[src/rtl/tcsp_pkg.sv]
// ----------------------------------------------------------------------------
// tcsp_pkg
// Shared constants and types for the telnet command stream parser: protocol
// codes, result kinds, buffer sizing and the front-to-back command entry.
// ----------------------------------------------------------------------------
package tcsp_pkg;

   // Subnegotiation buffer sizing
   localparam int SUB_BUF_DEPTH = 32;
   localparam int SUB_ADDR_W    = (SUB_BUF_DEPTH > 1) ? $clog2(SUB_BUF_DEPTH) : 1;
   localparam int SUB_CNT_W     = $clog2(SUB_BUF_DEPTH + 1);

   // Command queue between front and back
   localparam int Q_DEPTH = 4;
   localparam int Q_PTR_W = 2;
   localparam int Q_CNT_W = 3;

   // Telnet protocol codes
   localparam logic [7:0] CODE_IAC  = 8'd255;
   localparam logic [7:0] CODE_DONT = 8'd254;
   localparam logic [7:0] CODE_DO   = 8'd253;
   localparam logic [7:0] CODE_WONT = 8'd252;
   localparam logic [7:0] CODE_WILL = 8'd251;
   localparam logic [7:0] CODE_SB   = 8'd250;
   localparam logic [7:0] CODE_SE   = 8'd240;

   // Result kinds
   localparam logic [1:0] KIND_DATA  = 2'd0;
   localparam logic [1:0] KIND_OPT   = 2'd1;
   localparam logic [1:0] KIND_SUB   = 2'd2;
   localparam logic [1:0] KIND_EMPTY = 2'd3;

   typedef logic [SUB_CNT_W-1:0]  sub_cnt_type;
   typedef logic [SUB_ADDR_W-1:0] sub_addr_type;

   // One command from the front to the back. A KIND_SUB entry stands for a
   // whole buffered run of cnt bytes.
   typedef struct packed {
      logic [1:0]  kind;
      logic [7:0]  data;
      logic [7:0]  cmd;
      logic [7:0]  opt;
      sub_cnt_type cnt;
   } entry_type;

endpackage

[src/rtl/tcsp_ram.sv]
// ----------------------------------------------------------------------------
// tcsp_ram
// Generic single-write, single-read RAM with registered read data.
// ----------------------------------------------------------------------------
module tcsp_ram #(
   parameter int WIDTH = 8,
   parameter int DEPTH = 32,
   parameter int AW    = (DEPTH > 1) ? $clog2(DEPTH) : 1
) (
   input  logic             clock,
   input  logic             wr_en,
   input  logic [AW-1:0]    wr_addr,
   input  logic [WIDTH-1:0] wr_data,
   input  logic [AW-1:0]    rd_addr,
   output logic [WIDTH-1:0] rd_data
);

   logic [WIDTH-1:0] mem_ff [DEPTH];
   logic [WIDTH-1:0] rd_data_ff;

   // Write port and registered read port
   always_ff @(posedge clock) begin
      if (wr_en) begin
         mem_ff[wr_addr] <= wr_data;
      end
      rd_data_ff <= mem_ff[rd_addr];
   end

   assign rd_data = rd_data_ff;

endmodule

[src/rtl/tcsp_front.sv]
// ----------------------------------------------------------------------------
// tcsp_front
// Byte classifier: walks the IAC state machine, stores subnegotiation
// payload in the buffer RAM and pushes one command per finished transaction.
// ----------------------------------------------------------------------------
module tcsp_front (
   input  logic                  clock,
   input  logic                  reset,
   input  logic                  req_push,
   input  logic [7:0]            req_in_byte,
   output logic                  req_full,
   input  logic                  q_full,
   output logic                  q_push,
   output tcsp_pkg::entry_type   q_entry,
   input  logic                  run_done,
   output logic                  ram_wr_en,
   output tcsp_pkg::sub_addr_type ram_wr_addr,
   output logic [7:0]            ram_wr_data
);
   import tcsp_pkg::*;

   typedef enum logic [4:0] {
      ST_IDLE   = 5'b00001,
      ST_IAC    = 5'b00010,
      ST_OPT    = 5'b00100,
      ST_SUB    = 5'b01000,
      ST_WAITSE = 5'b10000
   } state_type;

   state_type   state_ff, state_in;
   sub_cnt_type count_ff, count_in;
   logic [7:0]  last_cmd_ff, last_cmd_in;
   logic        busy_ff, busy_in;
   logic        accept;
   logic        is_opt_cmd;

   // Stall while the queue is full or a buffered run is still being read
   assign req_full = q_full | busy_ff;
   assign accept   = req_push & ~req_full;

   assign is_opt_cmd = (req_in_byte == CODE_DO)   || (req_in_byte == CODE_DONT) ||
                       (req_in_byte == CODE_WILL) || (req_in_byte == CODE_WONT);

   assign ram_wr_addr = count_ff[SUB_ADDR_W-1:0];
   assign ram_wr_data = req_in_byte;

   // Classify the accepted byte
   always_comb begin
      state_in    = state_ff;
      count_in    = count_ff;
      last_cmd_in = last_cmd_ff;
      busy_in     = busy_ff;
      q_push      = 1'b0;
      q_entry     = '0;
      ram_wr_en   = 1'b0;

      if (run_done) begin
         busy_in = 1'b0;
      end

      if (accept) begin
         case (state_ff)
            ST_IAC: begin
               if (req_in_byte == CODE_IAC) begin
                  q_push       = 1'b1;
                  q_entry.kind = KIND_DATA;
                  q_entry.data = CODE_IAC;
                  state_in     = ST_IDLE;
               end else begin
                  last_cmd_in = req_in_byte;
                  if (is_opt_cmd) begin
                     state_in = ST_OPT;
                  end else if (req_in_byte == CODE_SB) begin
                     count_in = '0;
                     state_in = ST_SUB;
                  end else begin
                     state_in = ST_IDLE;
                  end
               end
            end
            ST_OPT: begin
               q_push       = 1'b1;
               q_entry.kind = KIND_OPT;
               q_entry.cmd  = last_cmd_ff;
               q_entry.opt  = req_in_byte;
               state_in     = ST_IDLE;
            end
            ST_SUB: begin
               if (req_in_byte == CODE_IAC) begin
                  state_in = ST_WAITSE;
               end else if (count_ff < SUB_CNT_W'(SUB_BUF_DEPTH)) begin
                  ram_wr_en = 1'b1;
                  count_in  = count_ff + 1'b1;
               end else begin
                  // Overflow: drop the subnegotiation
                  state_in = ST_IDLE;
               end
            end
            ST_WAITSE: begin
               if (req_in_byte == CODE_SE) begin
                  q_push      = 1'b1;
                  q_entry.cmd = last_cmd_ff;
                  q_entry.cnt = count_ff;
                  if (count_ff == '0) begin
                     q_entry.kind = KIND_EMPTY;
                  end else begin
                     q_entry.kind = KIND_SUB;
                     busy_in      = 1'b1;
                  end
               end
               state_in = ST_IDLE;
            end
            default: begin
               if (req_in_byte == CODE_IAC) begin
                  state_in = ST_IAC;
               end else begin
                  q_push       = 1'b1;
                  q_entry.kind = KIND_DATA;
                  q_entry.data = req_in_byte;
                  state_in     = ST_IDLE;
               end
            end
         endcase
      end
   end

   // Control registers
   always_ff @(posedge clock) begin
      if (reset) begin
         state_ff    <= ST_IDLE;
         count_ff    <= '0;
         last_cmd_ff <= '0;
         busy_ff     <= 1'b0;
      end else begin
         state_ff    <= state_in;
         count_ff    <= count_in;
         last_cmd_ff <= last_cmd_in;
         busy_ff     <= busy_in;
      end
   end

   // A run in flight blocks any new command
   a_no_push_busy: assert property (@(posedge clock) disable iff (reset)
      busy_ff |-> !q_push)
      else $error("front pushed a command while a run was pending");

endmodule

[src/rtl/tcsp_fifo.sv]
// ----------------------------------------------------------------------------
// tcsp_fifo
// Short command queue that decouples the front classifier from the back.
// ----------------------------------------------------------------------------
module tcsp_fifo (
   input  logic                clock,
   input  logic                reset,
   input  logic                push,
   input  tcsp_pkg::entry_type push_entry,
   output logic                full,
   input  logic                pop,
   output tcsp_pkg::entry_type head_entry,
   output logic                empty
);
   import tcsp_pkg::*;

   entry_type            slot_ff [Q_DEPTH];
   logic [Q_PTR_W-1:0]   wr_ptr_ff, wr_ptr_in;
   logic [Q_PTR_W-1:0]   rd_ptr_ff, rd_ptr_in;
   logic [Q_CNT_W-1:0]   cnt_ff, cnt_in;

   assign full       = (cnt_ff == Q_CNT_W'(Q_DEPTH));
   assign empty      = (cnt_ff == '0);
   assign head_entry = slot_ff[rd_ptr_ff];

   // Advance pointers and occupancy
   always_comb begin
      wr_ptr_in = push ? wr_ptr_ff + 1'b1 : wr_ptr_ff;
      rd_ptr_in = pop  ? rd_ptr_ff + 1'b1 : rd_ptr_ff;
      cnt_in    = cnt_ff + Q_CNT_W'(push) - Q_CNT_W'(pop);
   end

   always_ff @(posedge clock) begin
      if (reset) begin
         wr_ptr_ff <= '0;
         rd_ptr_ff <= '0;
         cnt_ff    <= '0;
      end else begin
         wr_ptr_ff <= wr_ptr_in;
         rd_ptr_ff <= rd_ptr_in;
         cnt_ff    <= cnt_in;
      end
   end

   // Payload storage
   always_ff @(posedge clock) begin
      if (push) begin
         slot_ff[wr_ptr_ff] <= push_entry;
      end
   end

   a_no_overflow: assert property (@(posedge clock) disable iff (reset)
      full |-> !push)
      else $error("command queue written while full");

   a_no_underflow: assert property (@(posedge clock) disable iff (reset)
      empty |-> !pop)
      else $error("command queue read while empty");

endmodule

[src/rtl/tcsp_back.sv]
// ----------------------------------------------------------------------------
// tcsp_back
// Result sequencer: takes commands from the queue, expands buffered runs
// from the RAM one byte a cycle while the output slot is free, and holds
// each result in an output register.
module tcsp_back (
   input  logic                   clock,
   input  logic                   reset,
   input  logic                   q_empty,
   input  tcsp_pkg::entry_type    q_entry,
   output logic                   q_pop,
   output tcsp_pkg::sub_addr_type ram_rd_addr,
   input  logic [7:0]             ram_rd_data,
   output logic                   run_done,
   input  logic                   rsp_pop,
   output logic                   rsp_empty,
   output logic [1:0]             rsp_kind,
   output logic [7:0]             rsp_out_byte,
   output logic [7:0]             rsp_command_code,
   output logic [7:0]             rsp_option_code,
   output logic                   rsp_last
);
   import tcsp_pkg::*;

   typedef enum logic [1:0] {
      BK_IDLE = 2'b01,
      BK_RUN  = 2'b10
   } state_type;

   state_type   state_ff, state_in;
   sub_cnt_type idx_ff, idx_in;
   sub_cnt_type cnt_ff, cnt_in;
   logic [7:0]  cmd_ff, cmd_in;
   logic        out_valid_ff, out_valid_in;
   logic        slot_free;
   logic        load;
   logic        run_last;
   logic [1:0]  kind_ff, kind_in;
   logic [7:0]  byte_ff, byte_in;
   logic [7:0]  code_ff, code_in;
   logic [7:0]  opt_ff, opt_in;
   logic        last_ff, last_in;

   assign slot_free = ~out_valid_ff | rsp_pop;
   assign run_last  = (SUB_CNT_W'(idx_ff + 1'b1) == cnt_ff);
   // Read one entry ahead: the address follows the next index
   assign ram_rd_addr = idx_in[SUB_ADDR_W-1:0];

   // Sequence commands and run bytes into the output register
   always_comb begin
      state_in = state_ff;
      idx_in   = idx_ff;
      cnt_in   = cnt_ff;
      cmd_in   = cmd_ff;
      q_pop    = 1'b0;
      load     = 1'b0;
      run_done = 1'b0;
      kind_in  = kind_ff;
      byte_in  = byte_ff;
      code_in  = code_ff;
      opt_in   = opt_ff;
      last_in  = last_ff;

      case (state_ff)
         BK_RUN: begin
            if (slot_free) begin
               load    = 1'b1;
               kind_in = KIND_SUB;
               byte_in = ram_rd_data;
               code_in = cmd_ff;
               opt_in  = '0;
               last_in = run_last;
               idx_in  = idx_ff + 1'b1;
               if (run_last) begin
                  run_done = 1'b1;
                  state_in = BK_IDLE;
               end
            end
         end
         default: begin
            if (!q_empty && slot_free) begin
               q_pop = 1'b1;
               if (q_entry.kind == KIND_SUB) begin
                  idx_in   = '0;
                  cnt_in   = q_entry.cnt;
                  cmd_in   = q_entry.cmd;
                  state_in = BK_RUN;
               end else begin
                  load    = 1'b1;
                  kind_in = q_entry.kind;
                  byte_in = q_entry.data;
                  code_in = q_entry.cmd;
                  opt_in  = q_entry.opt;
                  last_in = 1'b1;
               end
            end
         end
      endcase

      if (load) begin
         out_valid_in = 1'b1;
      end else if (rsp_pop) begin
         out_valid_in = 1'b0;
      end else begin
         out_valid_in = out_valid_ff;
      end
   end

   // Control registers
   always_ff @(posedge clock) begin
      if (reset) begin
         state_ff     <= BK_IDLE;
         idx_ff       <= '0;
         cnt_ff       <= '0;
         out_valid_ff <= 1'b0;
      end else begin
         state_ff     <= state_in;
         idx_ff       <= idx_in;
         cnt_ff       <= cnt_in;
         out_valid_ff <= out_valid_in;
      end
   end

   // Payload registers
   always_ff @(posedge clock) begin
      cmd_ff  <= cmd_in;
      kind_ff <= kind_in;
      byte_ff <= byte_in;
      code_ff <= code_in;
      opt_ff  <= opt_in;
      last_ff <= last_in;
   end

   assign rsp_empty        = ~out_valid_ff;
   assign rsp_kind         = kind_ff;
   assign rsp_out_byte     = byte_ff;
   assign rsp_command_code = code_ff;
   assign rsp_option_code  = opt_ff;
   assign rsp_last         = last_ff;

   a_run_index: assert property (@(posedge clock) disable iff (reset)
      (state_ff == BK_RUN) |-> (idx_ff < cnt_ff))
      else $error("run index ran past the buffered byte count");

endmodule

[src/rtl/telnet_command_stream_parser.sv]
// ----------------------------------------------------------------------------
// telnet_command_stream_parser
// Telnet IAC command parser: one received byte per transaction in, data,
// option and subnegotiation results out.
//
//   channel   direction  handshake       payload
//   req_      in         push / full     in_byte
//   rsp_      out        empty / pop     kind, out_byte, command_code,
//                                        option_code, last
//
// One byte is accepted per cycle while the command queue has room and no
// buffered run is pending. A completed non-empty subnegotiation holds req_full
// high after the SE byte while the run is read out of the buffer RAM one byte
// per cycle; queued commands ahead of it or a stalled rsp_pop stretch this.
// A data, option or empty result reaches the output register via the command
// queue, the first byte of a run via the queue, the run state and RAM read;
// a stalled rsp_pop backs up the queue and then raises req_full.
// Reset is synchronous; the buffer RAM is not cleared.
// ----------------------------------------------------------------------------
module telnet_command_stream_parser (
   input  logic       clock,
   input  logic       reset,
   input  logic       req_push,
   input  logic [7:0] req_in_byte,
   output logic       req_full,
   input  logic       rsp_pop,
   output logic       rsp_empty,
   output logic [1:0] rsp_kind,
   output logic [7:0] rsp_out_byte,
   output logic [7:0] rsp_command_code,
   output logic [7:0] rsp_option_code,
   output logic       rsp_last
);
   import tcsp_pkg::*;

   entry_type    push_entry;
   entry_type    head_entry;
   logic         q_push;
   logic         q_pop;
   logic         q_full;
   logic         q_empty;
   logic         run_done;
   logic         ram_wr_en;
   sub_addr_type ram_wr_addr;
   logic [7:0]   ram_wr_data;
   sub_addr_type ram_rd_addr;
   logic [7:0]   ram_rd_data;

   // Classify incoming bytes
   tcsp_front u_front (
      .clock       (clock),
      .reset       (reset),
      .req_push    (req_push),
      .req_in_byte (req_in_byte),
      .req_full    (req_full),
      .q_full      (q_full),
      .q_push      (q_push),
      .q_entry     (push_entry),
      .run_done    (run_done),
      .ram_wr_en   (ram_wr_en),
      .ram_wr_addr (ram_wr_addr),
      .ram_wr_data (ram_wr_data)
   );

   // Subnegotiation payload buffer
   tcsp_ram #(
      .WIDTH (8),
      .DEPTH (SUB_BUF_DEPTH),
      .AW    (SUB_ADDR_W)
   ) u_sub_ram (
      .clock   (clock),
      .wr_en   (ram_wr_en),
      .wr_addr (ram_wr_addr),
      .wr_data (ram_wr_data),
      .rd_addr (ram_rd_addr),
      .rd_data (ram_rd_data)
   );

   // Decouple front and back
   tcsp_fifo u_fifo (
      .clock      (clock),
      .reset      (reset),
      .push       (q_push),
      .push_entry (push_entry),
      .full       (q_full),
      .pop        (q_pop),
      .head_entry (head_entry),
      .empty      (q_empty)
   );

   // Produce results
   tcsp_back u_back (
      .clock            (clock),
      .reset            (reset),
      .q_empty          (q_empty),
      .q_entry          (head_entry),
      .q_pop            (q_pop),
      .ram_rd_addr      (ram_rd_addr),
      .ram_rd_data      (ram_rd_data),
      .run_done         (run_done),
      .rsp_pop          (rsp_pop),
      .rsp_empty        (rsp_empty),
      .rsp_kind         (rsp_kind),
      .rsp_out_byte     (rsp_out_byte),
      .rsp_command_code (rsp_command_code),
      .rsp_option_code  (rsp_option_code),
      .rsp_last         (rsp_last)
   );

endmodule
[config.mk]
export PLATFORM = sky130hd
export DESIGN_NAME = telnet_command_stream_parser
export DESIGN_NICKNAME = d
export VERILOG_FILES = /design/src/rtl/tcsp_pkg.sv /design/src/rtl/tcsp_ram.sv /design/src/rtl/tcsp_front.sv /design/src/rtl/tcsp_fifo.sv /design/src/rtl/tcsp_back.sv /design/src/rtl/telnet_command_stream_parser.sv
export SDC_FILE = /design/constraint.sdc
export NUM_CORES = 1
export LEC_CHECK = 0
export ABC_AREA = 1
export BUFFER_PORTS_ARGS = -buffer_cell sky130_fd_sc_hd__buf_2
export CORE_ASPECT_RATIO = 0.75
export CORE_UTILIZATION = 40
export DETAILED_ROUTE_END_ITERATION = 10
export GPL_TIMING_DRIVEN = 0
export PLACE_DENSITY = 0.68
export SKIP_CTS_REPAIR_TIMING = 1
export SYNTH_ARGS = -nofsm -noshare
export SYNTH_HDL_FRONTEND = slang
export SYNTH_SLANG_ARGS = --single-unit
[constraint.sdc]
create_clock -name clock -period 3.4 [get_ports clock]
set_input_delay 0.17 -clock clock [delete_from_list [all_inputs] [get_ports clock]]
set_output_delay 0.17 -clock clock [all_outputs]
set_load 0.01 [all_outputs]
==> key figures <==
Status
  – Run status: complete, no violations

STA
  – Setup Skew: 0.0149 ns
  – Final worst path period need: 3.23 ns
  – Slew HR: 16.7%
  – Final slew viol count: 0
  – Least-Margin Pin Slew: 1.25 ns
  – Fmax: 0.310 GHz
  – # setup viols final: 0
  – Min Hold Slack: ~0.075 ns
  – Worst setup margin: 0.170 ns
  – Final period util: 95.0%
  – Fin. Hold Viols: 0

Pwr
  – Leakage: 8.43 nW
  – Comb power frac: 20.0%
  – Cell Int Power: 0.0108 W
  – NetSw: 0.00462 W
  – Pwr Density: 677 mW/mm^2
  – Proportion of power drawn by the clock network: 33.7%
  – Peak supply drop: 0.522 mV
  – Sw Share: a little under a third
  – Seq pwr share: 46.3%

Detailed routing
  – Antenna Nets Post-Route: 0
  – DRT Wirelength: about 54 mm
  – Remaining DRCs: 0
  – 1st-iter DRT viols: 1506
  – Via density: 5.31
  – Drt pass-1 iters: 6
  – Avg WL per Cell: 20.3 microns
  – Routed via count: 14054

Placement
  – Gpl congestion: 0.925
  – Port bufs: 40
  – Hpwl dp: 36.1 mm
  – Place WS: -0.938 ns

Critical path
  – Crit end category: flip-flop
  – Class of the most critical setup path: input port to flip-flop
  – CP required: 3.87 ns
  – Cell Chain, Critical Path: buf_2 > inv_1 > nand4_1 > nor2_1 > nand2_1 > nor2_4 > nor2_2 > a21oi_2 > clkinvlp_4 > ha_1 > inv_1 > ha_1 > inv_1 > fa_1 > xor2_1 > o21ai_0 > a21oi_1
  – Critical path fanouts, max: 36
  – CP Data Arrival Time: 3.70 ns
  – Crit-path slowest cell: buf_2
  – Startpoint Class: input port
  – Top cell by count, worst path: inv_1
  – Max incr delay on CP: 0.69 ns

Clock network
  – CTS tree: done
  – Clk slew on worst S/H paths: 0.06 ns
  – Clock Tree Buf Depth: 3
  – Htree depth: 2
  – Clk sink count: between 400 and 500
  – Clock latency on the worst-skew pair: roughly 0.59 ns
  – Root buf cell: clkbuf_16
  – CTS Buf Count: 50

Floorplan
  – Core area: 0.0490 sq mm
  – Initial core utilization: 40.8%
  – Die area: approximately 0.05 sq mm
  – Rows: 70
  – Die Height: ~200 microns
  – Die Wd: 260 microns
  – Io pins: 41

Layout
  – Most frequent cells in the layout: 419 x edfxtp_1, 327 x nor2_1, 271 x nand2_1
  – Nets@finish: about 2000
  – Filler cells: 4464
  – Commonest non-fill, non-tap cell in the layout: edfxtp_1
  – Layout area overhead: 13.5%
  – Antenna Cells: 0
  – Core Util, Final: 46.4%
  – Share of cells above drive strength 1: around a tenth

Global route
  – Initial antenna violation count: 0
  – First-pass GRT wire length: 81.3 mm
  – GRT overflow: 0
  – Total GRT Usage: 21.3%
  – Vias in the first global route: 13583
  – Largest net degree at the start of global routing: 38

Worst hold path
  – Tightest Hold Check Type: input port to flip-flop

Yosys
  – Ranking of synthesized cells by area: edfxtp_1 63%, nor2_1 6.2%, nand3_1 5.6%, dfxtp_1 5.2%, nand2_1 5.1%
  – Synth unique cells: 37
  – Post-Synthesis Cells: 1863
  – Mapped Avg Cell Area: roughly 11 sq um
  – Mapped Area: 0.0200 sq mm
  – Yosys reg bits: 471
  – Syn_nets: 1887
  – Post-synth top area share: 62.8%
  – Largest area contributor in the netlist: edfxtp_1
  – Yosys warning total: 0
  – Seq/Total Area, Yosys: 68.0%

Run
  – Max-capacitance violation count: 0
-- per-layer routing --
metal	global-route usage, %	vias to the layer above	wire [microns]
li1	-	6546	-
met1	31.8	6792	24400
met2	31.9	627	23300
met3	4.25	89	5150
met4	4.96	0	966
met5	0	-	0
-- final timing paths --
check                           start                  end  slack (ns)  cells past startpoint
setup reg to reg  u_front.state_ff[4]     u_fifo.cnt_ff[2]        0.25                     17
hold / removal                rsp_pop  u_back.out_valid_ff        0.08                      4
setup / recovery       req_in_byte[1]     u_fifo.cnt_ff[2]        0.17                     17
hold reg to reg      u_fifo.cnt_ff[2]     u_fifo.cnt_ff[2]        0.48                      1
-- area by class of cell --
type | count | area [sq um] | area share, %
multi-input combinational | 1118 | 5290 | 23.3
timing repair buffer | 45 | 290 | 1.28
sequential | 471 | 13600 | 59.9
tap | 648 | 811 | 3.56
buffer | 94 | 494 | 2.17
clock inverter | 23 | 179 | 0.787
clock buffer | 69 | 1370 | 6.04
inverter | 180 | 679 | 2.99
-- logic make-up after synthesis --
family                   share of synthesized area [%]
AND/OR/NAND/NOR                                   20.7
flip-flops                                        68.0
buffers and inverters                             5.84
AO/OA/AOI/OAI                                     4.42
adder cells (fa/ha/maj)                          0.787
XOR/XNOR                                         0.262
-- power groups by stage --
stage	combinational (W)	clock [W]	sequential, W
finish	0.00307	0.00519	0.00713
global route	0.00338	0.00545	0.00718
CTS	0.00305	0.00523	0.00714
detailed placement	0.00305	0	0.00726
global placement	0.00293	0	0.00726
floorplan	0.00174	0	0.00733
-- per-stage QoR --
| stage | setup TNS [ns] | power (W) | cell area (sq um) | std cells |
|---|---|---|---|---|
| after floorplan | 0 | 0.00907 | 20000 | 1863 |
| after global placement | -281.96 | 0.0102 | 21000 | 2551 |
| after CTS | -0.598 | 0.0154 | 22700 | 2647 |
| after detailed placement | -65.08 | 0.0103 | 21200 | 2555 |
| final | 0 | 0.0154 | 22700 | 2648 |
| after global routing | -0.00292 | 0.0160 | 22700 | 2648 |
-- cells in the mapped netlist (all sizes together) --
library cell  count
o211ai            1
o21ai            95
edfxtp          419
clkinv            1
clkbuf           28
nand2           279
fa                1
xor2              6
inv             179
buf              66
o22ai            15
nor3              4
a21oi            45
a2bb2oi           1
a31oi             9
nand4             5
o21a              1
nor2            334
nand3b           81
nor3b             1
nor4              1
or2               1
nand3           226
dfxtp            52
a211oi            1
ha               11
-- critical path: cells and delay by family --
family | cells | cell delay, ns
AO/OA/AOI/OAI | 3 | 0.37
AND/OR/NAND/NOR | 5 | 0.90
buffers and inverters | 5 | 1.29
adder cells (fa/ha/maj) | 3 | 0.74
XOR/XNOR | 1 | 0.16
-- registers in the layout (all words and copies together) (netlist names), 8 cells and up, named ones only --
register / count
u_back.cmd_ff: 8
u_back.rsp_command_code: 8
u_back.rsp_option_code: 8
u_back.rsp_out_byte: 8
u_fifo.slot_ff: 128
u_front.last_cmd_ff: 8
u_sub_ram.mem_ff: 256
u_sub_ram.rd_data: 8
Power figures use the tool's default switching activity.
